### config.mk
export PLATFORM = sky130hd
export DESIGN_NAME = led_strip_animation_frame
export DESIGN_NICKNAME = d
export VERILOG_FILES = /design/src/hw/rtl/lsaf_pkg.sv /design/src/hw/rtl/led_strip_animation_frame.sv
export SDC_FILE = /design/constraint.sdc
export NUM_CORES = 2
export LEC_CHECK = 0
export ABC_CLOCK_PERIOD_IN_PS = 12220
export BUFFER_PORTS_ARGS = -buffer_cell sky130_fd_sc_hd__buf_2
export CAP_MARGIN = 25
export CELL_PAD_IN_SITES_DETAIL_PLACEMENT = 0
export CELL_PAD_IN_SITES_GLOBAL_PLACEMENT = 1
export CORE_MARGIN = 2
export CORE_UTILIZATION = 45
export CTS_BUF_LIST = sky130_fd_sc_hd__clkbuf_4
export CTS_CLUSTER_DIAMETER = 80
export CTS_CLUSTER_SIZE = 24
export DETAILED_ROUTE_END_ITERATION = 6
export PLACE_DENSITY = 0.81
export SLEW_MARGIN = 25
export SYNTH_ARGS = -nofsm -noshare
export SYNTH_HDL_FRONTEND = slang
export SYNTH_SLANG_ARGS = --single-unit
### constraint.sdc
create_clock -name clk_i -period 12.22 [get_ports clk_i]
set_input_delay 2.444 -clock clk_i [delete_from_list [all_inputs] [get_ports clk_i]]
set_output_delay 2.444 -clock clk_i [all_outputs]
set_load 0.01 [all_outputs]
### src/hw/rtl/lsaf_pkg.sv
// shared constants and register indexes for the led strip animation frame block
package lsaf_pkg;

  localparam int unsigned CfgAddrW = 3;
  localparam int unsigned CfgDataW = 24;

  localparam logic [CfgAddrW-1:0] REG_ANIM_TYPE    = 3'd0;
  localparam logic [CfgAddrW-1:0] REG_BASE_COLOR   = 3'd1;
  localparam logic [CfgAddrW-1:0] REG_TRAIL_LENGTH = 3'd2;
  localparam logic [CfgAddrW-1:0] REG_SPEED        = 3'd3;
  localparam logic [CfgAddrW-1:0] REG_DIRECTION_UP = 3'd4;
  localparam logic [CfgAddrW-1:0] REG_BRIGHTNESS   = 3'd5;
  localparam logic [CfgAddrW-1:0] REG_LED_COUNT    = 3'd6;

  localparam logic [1:0] ANIM_BREATHE = 2'd0;
  localparam logic [1:0] ANIM_RUNNING = 2'd1;
  localparam logic [1:0] ANIM_BOUNCE  = 2'd2;
  // unused mode code, every pixel dark
  localparam logic [1:0] ANIM_OFF     = 2'd3;

  localparam logic [10:0] MIN_CYCLE_MS = 11'd200;
  localparam logic [10:0] MAX_CYCLE_MS = 11'd2000;
  localparam logic [6:0]  PERCENT      = 7'd100;

  // floor(x/100) == (x*5243) >> 19 for every x below 43690
  localparam logic [12:0] RECIP_100 = 13'd5243;
  localparam int unsigned RECIP_SHIFT = 19;

endpackage

### src/hw/rtl/led_strip_animation_frame.sv
// led strip animation frame generator around one shared iterative divider
//
//  channel  | direction | handshake             | payload
//  s_axis   | in        | tvalid / tready       | tdata[31:0] elapsed_ms
//  m_axis   | out       | tvalid / tready       | tdata index, red, green, blue; tlast last
//  cfg      | in        | cfg_valid / cfg_ready | cfg_addr register index, cfg_data value
//
// one elapsed_ms transaction yields n-1 pixels, n = led_count capped at MaxLeds, if n >= 2
// the 32-step restoring divider sets the pace: it runs once in frame setup
// (once more for breathing), then once for each pixel inside the trail in
// trail modes; pixels outside the trail skip the divider
// s_axis_tready is high only when no frame is being worked on
// a stalled m_axis holds the sequencer before it loads the next pixel
// asynchronous active-low reset returns config registers to their defaults
module led_strip_animation_frame #(
  parameter int unsigned MaxLeds = 65
) (
  input  logic        clk_i,
  input  logic        rst_ni,
  input  logic        s_axis_tvalid_i,
  output logic        s_axis_tready_o,
  input  logic [31:0] s_axis_tdata_i,   // [31:0] elapsed_ms
  output logic        m_axis_tvalid_o,
  input  logic        m_axis_tready_i,
  output logic [31:0] m_axis_tdata_o,   // [6:0] led_index, [14:7] red, [22:15] green,
                                        // [30:23] blue, [31] zero
  output logic        m_axis_tlast_o,
  input  logic        cfg_valid_i,
  output logic        cfg_ready_o,
  input  logic [lsaf_pkg::CfgAddrW-1:0] cfg_addr_i,
  input  logic [lsaf_pkg::CfgDataW-1:0] cfg_data_i
);

  localparam logic [3:0] ST_IDLE = 4'd0;
  localparam logic [3:0] ST_MOD  = 4'd1;
  localparam logic [3:0] ST_SET1 = 4'd2;
  localparam logic [3:0] ST_SET2 = 4'd3;
  localparam logic [3:0] ST_BDIV = 4'd4;
  localparam logic [3:0] ST_PIX  = 4'd5;
  localparam logic [3:0] ST_PDIV = 4'd6;
  localparam logic [3:0] ST_COL1 = 4'd7;
  localparam logic [3:0] ST_COL2 = 4'd8;
  localparam logic [3:0] ST_COL3 = 4'd9;
  localparam logic [3:0] ST_COL4 = 4'd10;

  localparam logic [6:0] MaxLedsC = 7'(MaxLeds);

  // configuration registers
  logic [1:0]  anim_q;
  logic [23:0] color_q;
  logic [3:0]  trail_q;
  logic [6:0]  speed_q;
  logic        dir_q;
  logic [6:0]  bright_q;
  logic [6:0]  count_q;

  assign cfg_ready_o = 1'b1;

  always_ff @(posedge clk_i or negedge rst_ni) begin
    if (!rst_ni) begin
      anim_q   <= 2'd0;
      color_q  <= 24'h400000;
      trail_q  <= 4'd1;
      speed_q  <= 7'd25;
      dir_q    <= 1'b1;
      bright_q <= 7'd35;
      count_q  <= 7'd17;
    end else if (cfg_valid_i) begin
      unique case (cfg_addr_i)
        lsaf_pkg::REG_ANIM_TYPE:    anim_q   <= cfg_data_i[1:0];
        lsaf_pkg::REG_BASE_COLOR:   color_q  <= cfg_data_i;
        lsaf_pkg::REG_TRAIL_LENGTH: trail_q  <= cfg_data_i[3:0];
        lsaf_pkg::REG_SPEED:        speed_q  <= cfg_data_i[6:0];
        lsaf_pkg::REG_DIRECTION_UP: dir_q    <= cfg_data_i[0];
        lsaf_pkg::REG_BRIGHTNESS:   bright_q <= cfg_data_i[6:0];
        lsaf_pkg::REG_LED_COUNT:    count_q  <= cfg_data_i[6:0];
        default: ;
      endcase
    end
  end

  // saturated views of the registers
  logic [6:0]  n_w, spd_w, bri_w;
  logic [3:0]  t_w;
  logic [5:0]  l_w;
  logic [10:0] c_w;
  assign n_w   = (count_q > MaxLedsC) ? MaxLedsC : count_q;
  assign spd_w = (speed_q > lsaf_pkg::PERCENT) ? lsaf_pkg::PERCENT : speed_q;
  assign bri_w = (bright_q > lsaf_pkg::PERCENT) ? lsaf_pkg::PERCENT : bright_q;
  assign t_w   = (trail_q == 4'd0) ? 4'd1 : trail_q;
  assign l_w   = 6'((n_w - 7'd1) >> 1);
  // 1800*(100-spd)/100 is exactly 18*(100-spd)
  assign c_w   = (spd_w == 7'd0) ? lsaf_pkg::MAX_CYCLE_MS
               : lsaf_pkg::MIN_CYCLE_MS + 11'd18 * {4'd0, lsaf_pkg::PERCENT - spd_w};

  logic [3:0]  state_q;
  logic [10:0] cyc_q, p_q;
  logic [5:0]  l_q;
  logic [16:0] lc_q, pl_q, b_q, half_q, ctr_q, posc_q;
  logic [14:0] tc_q;
  logic [11:0] num2_q;
  logic [6:0]  v_q, idx_q, pct_q;
  logic [14:0] prod_q [3];

  // shared restoring divider: quotient shifts into div_num_q
  logic [31:0] div_num_q;
  logic [14:0] div_rem_q, div_den_q;
  logic [5:0]  div_cnt_q;
  logic        div_load;
  logic [31:0] div_num_d;
  logic [14:0] div_den_d;
  logic [15:0] div_trial;
  logic        div_ge;

  assign div_trial = {div_rem_q, div_num_q[31]};
  assign div_ge    = div_trial >= {1'b0, div_den_q};

  always_ff @(posedge clk_i or negedge rst_ni) begin
    if (!rst_ni) begin
      div_cnt_q <= 6'd0;
    end else if (div_load) begin
      div_cnt_q <= 6'd32;
    end else if (div_cnt_q != 6'd0) begin
      div_cnt_q <= div_cnt_q - 6'd1;
    end
  end

  always_ff @(posedge clk_i) begin
    if (div_load) begin
      div_num_q <= div_num_d;
      div_den_q <= div_den_d;
      div_rem_q <= '0;
    end else if (div_cnt_q != 6'd0) begin
      div_rem_q <= div_ge ? 15'(div_trial - {1'b0, div_den_q}) : div_trial[14:0];
      div_num_q <= {div_num_q[30:0], div_ge};
    end
  end

  // scaled distance of the current pixel from the trail center
  logic [17:0] diff_w;
  logic [16:0] ad_w, d_w;
  logic        in_trail_w, trail_mode_w;
  assign diff_w = {1'b0, posc_q} - {1'b0, (anim_q == lsaf_pkg::ANIM_RUNNING) ? b_q : ctr_q};
  assign ad_w   = diff_w[17] ? 17'(-diff_w) : diff_w[16:0];
  // running light wraps around the column
  assign d_w    = ((anim_q == lsaf_pkg::ANIM_RUNNING) && (ad_w > half_q)) ? lc_q - ad_w : ad_w;
  assign trail_mode_w = (anim_q == lsaf_pkg::ANIM_RUNNING) || (anim_q == lsaf_pkg::ANIM_BOUNCE);
  assign in_trail_w   = ({1'b0, idx_q} <= {l_q, 1'b0}) && (d_w <= {2'd0, tc_q});

  logic [10:0] half_p_w;
  assign half_p_w = ({p_q, 1'b0} <= {1'b0, cyc_q}) ? p_q : cyc_q - p_q;

  logic        out_free;
  logic        out_valid_q, out_last_q;
  logic [6:0]  out_idx_q;
  logic [7:0]  out_ch_q [3];
  assign out_free = !out_valid_q || m_axis_tready_i;

  assign s_axis_tready_o = (state_q == ST_IDLE);

  always_comb begin
    div_load  = 1'b0;
    div_num_d = s_axis_tdata_i;
    div_den_d = {4'd0, c_w};
    unique case (state_q)
      ST_IDLE: div_load = s_axis_tvalid_i && (n_w >= 7'd2);
      ST_SET2: begin
        div_load  = (anim_q == lsaf_pkg::ANIM_BREATHE);
        div_num_d = {21'd0, half_p_w} * 32'd200;
        div_den_d = {4'd0, cyc_q};
      end
      ST_PIX: begin
        div_load  = (anim_q != lsaf_pkg::ANIM_BREATHE) && trail_mode_w && in_trail_w;
        div_num_d = {17'd0, 15'(tc_q - d_w[14:0])} * 32'd100;
        div_den_d = tc_q;
      end
      default: ;
    endcase
  end

  always_ff @(posedge clk_i or negedge rst_ni) begin
    if (!rst_ni) begin
      state_q     <= ST_IDLE;
      out_valid_q <= 1'b0;
    end else begin
      if ((state_q == ST_COL4) && out_free) out_valid_q <= 1'b1;
      else if (m_axis_tready_i) out_valid_q <= 1'b0;
      unique case (state_q)
        ST_IDLE: if (s_axis_tvalid_i && n_w >= 7'd2) state_q <= ST_MOD;
        ST_MOD:  if (div_cnt_q == 6'd0) state_q <= ST_SET1;
        ST_SET1: state_q <= ST_SET2;
        ST_SET2: state_q <= (anim_q == lsaf_pkg::ANIM_BREATHE) ? ST_BDIV : ST_PIX;
        ST_BDIV: if (div_cnt_q == 6'd0) state_q <= ST_PIX;
        ST_PIX:  state_q <= div_load ? ST_PDIV : ST_COL1;
        ST_PDIV: if (div_cnt_q == 6'd0) state_q <= ST_COL1;
        ST_COL1: state_q <= ST_COL2;
        ST_COL2: state_q <= ST_COL3;
        ST_COL3: state_q <= ST_COL4;
        ST_COL4: begin
          if (out_free) begin
            state_q <= (idx_q == n_w - 7'd1) ? ST_IDLE : ST_PIX;
          end
        end
        default: state_q <= ST_IDLE;
      endcase
    end
  end

  always_ff @(posedge clk_i) begin
    unique case (state_q)
      ST_IDLE: cyc_q <= c_w;
      ST_MOD:  p_q <= div_rem_q[10:0];
      ST_SET1: begin
        l_q    <= l_w;
        lc_q   <= {11'd0, l_w} * {6'd0, cyc_q};
        pl_q   <= {11'd0, l_w} * {6'd0, p_q};
        tc_q   <= {11'd0, t_w} * {4'd0, cyc_q};
        num2_q <= ({p_q, 1'b0} < {1'b0, cyc_q}) ? {p_q, 1'b0}
                : 12'({cyc_q, 1'b0} - {p_q, 1'b0});
      end
      ST_SET2: begin
        b_q    <= dir_q ? pl_q : lc_q - pl_q;
        half_q <= {12'd0, l_q[5:1]} * {6'd0, cyc_q};
        ctr_q  <= {5'd0, num2_q} * {11'd0, l_q - 6'd1};
        idx_q  <= 7'd1;
        posc_q <= '0;
      end
      ST_BDIV: v_q <= div_num_q[6:0];
      ST_PIX: begin
        // column position times cycle: rises in column 0, holds, falls in column 1
        if ({1'b0, idx_q} < {1'b0, l_q}) posc_q <= posc_q + {6'd0, cyc_q};
        else if ({1'b0, idx_q} > {1'b0, l_q}) posc_q <= posc_q - {6'd0, cyc_q};
        if (anim_q == lsaf_pkg::ANIM_BREATHE) pct_q <= v_q;
        else pct_q <= 7'd0;
      end
      ST_PDIV: pct_q <= div_num_q[6:0];
      ST_COL1: begin
        prod_q[0] <= {7'd0, color_q[23:16]} * {8'd0, pct_q};
        prod_q[1] <= {7'd0, color_q[15:8]} * {8'd0, pct_q};
        prod_q[2] <= {7'd0, color_q[7:0]} * {8'd0, pct_q};
      end
      ST_COL2: begin
        for (int j = 0; j < 3; j++)
          prod_q[j] <= 15'((28'(prod_q[j]) * lsaf_pkg::RECIP_100) >> lsaf_pkg::RECIP_SHIFT);
      end
      ST_COL3: begin
        for (int j = 0; j < 3; j++) prod_q[j] <= {7'd0, prod_q[j][7:0]} * {8'd0, bri_w};
      end
      ST_COL4: begin
        if (out_free) begin
          for (int j = 0; j < 3; j++)
            out_ch_q[j] <= 8'((28'(prod_q[j]) * lsaf_pkg::RECIP_100) >> lsaf_pkg::RECIP_SHIFT);
          out_idx_q  <= idx_q;
          out_last_q <= (idx_q == n_w - 7'd1);
          idx_q      <= idx_q + 7'd1;
        end
      end
      default: ;
    endcase
  end

  assign m_axis_tvalid_o = out_valid_q;
  assign m_axis_tdata_o  = {1'b0, out_ch_q[2], out_ch_q[1], out_ch_q[0], out_idx_q};
  assign m_axis_tlast_o  = out_last_q;

`ifndef SYNTHESIS
  // status pixel zero is never produced
  a_no_pixel_zero: assert property (@(posedge clk_i) disable iff (!rst_ni)
    out_valid_q |-> out_idx_q != 7'd0) else $error("pixel zero emitted");
  // last flag only on the final pixel of the frame
  a_last_index: assert property (@(posedge clk_i) disable iff (!rst_ni)
    (out_valid_q && out_last_q) |-> out_idx_q == n_w - 7'd1) else $error("bad last");
  // divider runs only in the states that wait on it
  a_div_states: assert property (@(posedge clk_i) disable iff (!rst_ni)
    (div_cnt_q != 6'd0) |-> (state_q == ST_MOD || state_q == ST_BDIV || state_q == ST_PDIV))
    else $error("divider busy outside a divide state");
  // a stalled output is not overwritten
  a_out_hold: assert property (@(posedge clk_i) disable iff (!rst_ni)
    (out_valid_q && !m_axis_tready_i) |=> $stable(out_idx_q)) else $error("output lost");
`endif

endmodule

**Word-level counts from Yosys, hierarchy flattened**

Memories as Yosys holds them, arrays and structs flattened.
Index checks and enable logic that the tools add are counted.

- Bits of input ports: 64
- Word-level logic and storage cells: 193
- Output and inout port bits: 36
- Flip-flop bits (word level): 310
- Memories kept: 2
- Bits in latches: 0
- Bits in writable memories: 69
- ROM bits: 0

- Shifts and indexed selects: 0
- Equality and inequality tests: 25
- Order comparisons: 12
- Div/mod/pow operators: 0
- Multipliers: 17
- Reductions and logical operators: 33
- Muxes and demuxes: 52
- Bitwise operators: 6
- Add/sub/neg operators: 16

Memories:

| name | words | bits a word | rd ports | clocked after memory_dff | wr ports | line | text |
|---|---|---|---|---|---|---|---|
| prod_q | 3 | 15 | 3 | 0 | 3 | led_strip_animation_frame.sv:103 | `logic [14:0] prod_q [3];` |
| out_ch_q | 3 | 8 | 3 | 0 | 3 | led_strip_animation_frame.sv:156 | `logic [7:0] out_ch_q [3];` |

Operators with widths:

| operator | count |
|---|---|
| two-way mux 15 bit | 7 |
| two-way mux 17 bit | 6 |
| multiplier 8 x 7 -> 15 bit | 6 |
| multiplier 15 x 13 -> 28 bit (second input constant) | 3 |
| two-way mux 32 bit | 2 |
| one-hot mux 32 bit (2 select lines) | 1 |
| one-hot mux 4 bit (11 select lines) | 1 |
| two-way mux 7 bit | 5 |
| multiplier 6 x 11 -> 17 bit | 2 |
| one-hot mux 17 bit (2 select lines) | 1 |
| subtractor 17 bit | 2 |
| one-hot mux 15 bit (2 select lines) | 1 |
| subtractor 15 bit | 2 |
| one-hot mux 7 bit (2 select lines) | 2 |
| two-way mux 4 bit | 6 |
| two-way mux 11 bit | 2 |
| > comparator 7 bit (second input constant) | 3 |
| multiplier 15 x 5 -> 20 bit (second input constant) | 1 |
| AND reduction 2 bit | 10 |
| subtractor 17 x 17 -> 18 bit | 1 |
| adder 17 x 11 -> 17 bit | 1 |
| > comparator 17 x 16 -> 1 bit | 1 |
| less-or-equal comparator 17 x 15 -> 1 bit | 1 |
| multiplier 12 x 6 -> 17 bit | 1 |
| 50 further kinds | 93 |

**Longest topological paths before layout**

- Depth after elaboration: 14
- Gate-level depth with buffers: 53
- Gate-level depth less buffers: 48

**Worst setup path after synthesis**

OpenSTA, ideal clock, no wires.

- Path type: register to register
- Start point: reg anim_q[1]
- End point: reg div_num_q[21], data pin
- Setup time: 260 ps
- Data arrival time: 10902 ps
- Required time: 11960 ps
- Stages on the path, launching flop included: 49
- Setup slack: 1057 ps
- Path through: dfrtp_1 inv_1 ha_1 clkbuf_1 buf_1 mux2i_1 ha_1 buf_2 and2_1 and4_1 a21oi_1 o31ai_1 a311oi_1 or3b_1 o311ai_1 nand3_1 ha_1 nor4_1 [13 not listed] nand2b_1 a21oi_1 o21bai_1 mux2i_1 or4_1 ha_1 ha_1 inv_1 fa_1 inv_1 ha_1 o41ai_1 o21ai_0 a21o_1 a21oi_1 xor2_1 o21ai_0 mux2_4

- Longest elaborated chain between the ends: 13
- Elaborated cells on any way between the ends: 22

RTL lines:

| item | line | text |
|---|---|---|
| start: declaration | led_strip_animation_frame.sv:49 | `logic [1:0] anim_q;` |
| start signal: assignment | led_strip_animation_frame.sv:70 | `lsaf_pkg::REG_ANIM_TYPE: anim_q <= cfg_data_i[1:0];` |
| parallel branches: the longest is 12 deep, another holds multiplier 15 x 5 -> 20 bit | -- |  |
| two-way mux 32 bit * | led_strip_animation_frame.sv:129 | `if (div_load) begin` |
| end signal: assignment | led_strip_animation_frame.sv:130 | `div_num_q <= div_num_d;` |
| end signal: assignment | led_strip_animation_frame.sv:135 | `div_num_q <= {div_num_q[30:0], div_ge};` |
| end: declaration | led_strip_animation_frame.sv:106 | `logic [31:0] div_num_q;` |

Mark *: on every way between the ends.
A chain may end at the register's enable or synchronous reset.

**Worst setup path in the final report**

Ends and elaborated chain as after synthesis.

==> qor.yml <==
outcome: "finished clean"
dp.final_hpwl_mm: 110
worst_hold_path_type: "register to register"
cts_htree_levels: 2
worstMarginPinSlew_ns: 1.09
synth_seq_area_share_pct: 20.3
finish.net_count: 7096
synth.yosys.warnings: 0
max_slew_margin_pct: 27.1
timing_max_transition_violations_final: 0
final.min_clock_period_ns: 11.51
cts_inserted_buffers: 40
cts_tree: "built"
antenna_left: 0
placed_cells: 7096
drive_gt1_share_pct: 6.24
fp.coreArea_um2: 116000
timing.critical_path.buf_inv: 5
initialDrtViolationCount: 2309
netlist.area_leader.share_pct: 20.9
instances_no_fill: 7173
start_util_pct: 45.4
gp_routability_congestion: 0.920
grt_pass1_vias: 40100
floorplan.die.height_um: 346
ys_seq_elements: 371
drtPass1Iterations: 6
post_synthesis_average_cell_area_um2: 9.43
yosys-top-cells-area: "sky130_fd_sc_hd__fa_1, sky130_fd_sc_hd__ha_1, sky130_fd_sc_hd__edfxtp_1"
finalClockSkew_ns: 0.115
grt_first_pass_wirelength_mm: 219
drc: 0
worstPathMaxFanout: 7
num_rows: 125
die_x_um: 346
timing.critical_path.slowest_cell_delay_ns: 0.58
clock-sinks: 371
crit_arrival_ns: 12.28
layout_worst_path_cycle_share_pct: 94.2
unrepaired_setup_endpoints_after_global_routing: "no"
post_synth_num_cell_types: 85
synth_top_cells_by_count: "sky130_fd_sc_hd__inv_1, sky130_fd_sc_hd__ha_1, sky130_fd_sc_hd__nand2_1"
post_synth_inst_count: 5580
cts-root-to-sink-buffers: 3
portBuffers: 97
report.final.hold_viol_count: 0
cp_launch_type: "register"
critPathTopFamily: "compound AO/OA/AOI/OAI gates"
number_of_setup_violations_in_the_final_report: 0
cts.root.buffer_cell: "sky130_fd_sc_hd__clkbuf_4"
yosys_most_used_dff: "sky130_fd_sc_hd__edfxtp_1"
finalSetupTns_ns: 0
critPathKind: "register to register"
synthDominantAreaCellType: "sky130_fd_sc_hd__fa_1"
syn_to_final_growth_pct: 5.92
setup.worst_path.end_class: "register"
fmax_ghz: 0.0869
cts-hold-fix-buffers: 0
number_of_nets_in_the_synthesized_netlist: 7062
vias: 38500
die_footprint_um2: 120000
synth.cell_area_um2: 52600
grt.total_usage_pct: 23.3
asyncSetResetFlopFracSynth_pct: 17.0
clk_latency_ns: 1.01
initial_antenna_violation_count: 10
vias_per_cell: 5.36
post-synth-top-count-cell: "sky130_fd_sc_hd__inv_1"
critical_path.slowest_cell: "sky130_fd_sc_hd__or4_1"
cp_data_required_time_ns: 12.99
wl_per_cell_um: 19.0
drv_cap: 0
worst_setup_hold_path_clk_slew_ns: 0.22
post_route_wl_mm: 136
floorplan.io_pins: 100
maximum_number_of_pins_on_one_net_before_global_route_repair: 65
fillerInstances: 11100
synth_enable_flop_cells: 293
overflow: 0
==> stage by stage <==
stage	setup WS, ns	utilization [%]	area (um^2)	hold WS, ns
after floorplan	1.06	-	52600	0.428
after global placement	0.491	47.3	54900	0.441
after detailed placement	0.359	47.3	54900	0.454
after CTS	0.242	48.0	55700	0.455
after global routing	0.00496	48.0	55700	0.484
final	0.711	48.0	55800	0.451
==> cell families (layout without fill, tap and decap cells) <==
kind of cell	after synthesis	count (layout)	synth area share, %
adder cells (fa/ha/maj)	1418	1418	41.5
AND/OR/NAND/NOR	1360	1360	12.0
buffers and inverters	1184	1248	8.49
AO/OA/AOI/OAI	838	838	10.3
flip-flops	371	371	20.3
XOR/XNOR	302	302	5.03
multiplexers	105	105	2.27
other	2	7	0.0143
==> worst register-to-register path: cells and delay by family, from the launching register on <==
kind                     cells  cell delay (ns)
XOR/XNOR                     2             0.39
flip-flops                   1             0.41
AO/OA/AOI/OAI               19             3.77
adder cells (fa/ha/maj)      8             2.67
AND/OR/NAND/NOR              8             2.57
buffers and inverters        5             0.43
multiplexers                 4             1.04
==> layer usage <==
| layer | vias to the layer above | GRT usage, % | routed length [um] |
|---|---|---|---|
| met5 | - | 0 | 27 |
| met4 | 4 | 8.56 | 5390 |
| met3 | 214 | 2.81 | 6680 |
| met2 | 850 | 39.3 | 63900 |
| met1 | 18900 | 30.7 | 60300 |
| li1 | 18500 | - | - |
==> area by class of cell <==
| class | instances | area, um^2 | share of cell area (%) |
|---|---|---|---|
| Clock buffer | 41 | 308 | 0.552 |
| Antenna cell | 5 | 12.5 | 0.0224 |
| Inverter | 1028 | 3860 | 6.92 |
| Timing Repair Buffer | 148 | 890 | 1.60 |
| Clock inverter | 31 | 463 | 0.830 |
| Multi-Input combinational cell | 4025 | 37600 | 67.5 |
| Tap cell | 1524 | 1910 | 3.42 |
| Sequential cell | 371 | 10700 | 19.2 |
==> flip-flops by register name, indices dropped and copies added, names as in the netlist, 15 cells and up <==
| register | count |
|---|---|
| posc_q | 16 |
| b_q | 17 |
| prod_q | 45 |
| lc_q | 16 |
| pl_q | 17 |
| div_rem_q | 15 |
| half_q | 15 |
| out_ch_q | 24 |
| color_q | 24 |
| ctr_q | 16 |
| div_num_q | 32 |
==> worst paths after layout <==
| kind | start | end | slack [ns] | depth (start not counted) |
|---|---|---|---|---|
| worst max-delay path | anim_q[1] | div_num_q[21] | 0.71 | 46 |
| worst min-delay path | div_num_q[1] | v_q[1] | 0.45 | 0 |
| worst max register to register | anim_q[1] | div_num_q[21] | 0.71 | 46 |
| worst min register to register | div_num_q[1] | v_q[1] | 0.45 | 0 |
| max in group asynchronous | rst_ni | m_axis_tvalid_o | 9.87 | 2 |
| min in group asynchronous | rst_ni | div_cnt_q[5] | 1.24 | 1 |
==> placed cells by master, fill, tap and decap left out, types with 44 or more instances in the layout <==
cell                       count
sky130_fd_sc_hd__o21bai_1     47
sky130_fd_sc_hd__mux2_2       58
sky130_fd_sc_hd__inv_1      1019
sky130_fd_sc_hd__o21ai_0     180
sky130_fd_sc_hd__xnor2_1     187
sky130_fd_sc_hd__nor2b_1      67
sky130_fd_sc_hd__xor2_1      114
sky130_fd_sc_hd__a21oi_1     219
sky130_fd_sc_hd__o21a_1       54
sky130_fd_sc_hd__buf_2        96
sky130_fd_sc_hd__ha_1        868
sky130_fd_sc_hd__edfxtp_1    293
sky130_fd_sc_hd__and2_1      159
sky130_fd_sc_hd__nor3_1       67
sky130_fd_sc_hd__nand2_1     616
sky130_fd_sc_hd__a21o_1       78
sky130_fd_sc_hd__nor2_1      223
sky130_fd_sc_hd__dfrtp_1      52
sky130_fd_sc_hd__buf_4        49
sky130_fd_sc_hd__fa_1        549
sky130_fd_sc_hd__nand2b_1     44
==> timing repair <==
action	CTS	global route
buffers inserted	0	0
endpoints found under the setup margin	0	5
resized for setup	0	9
Power is left out: the tool's default activity adds up to more than one toggle a clock period on the data nets, which glitch-free logic cannot reach.
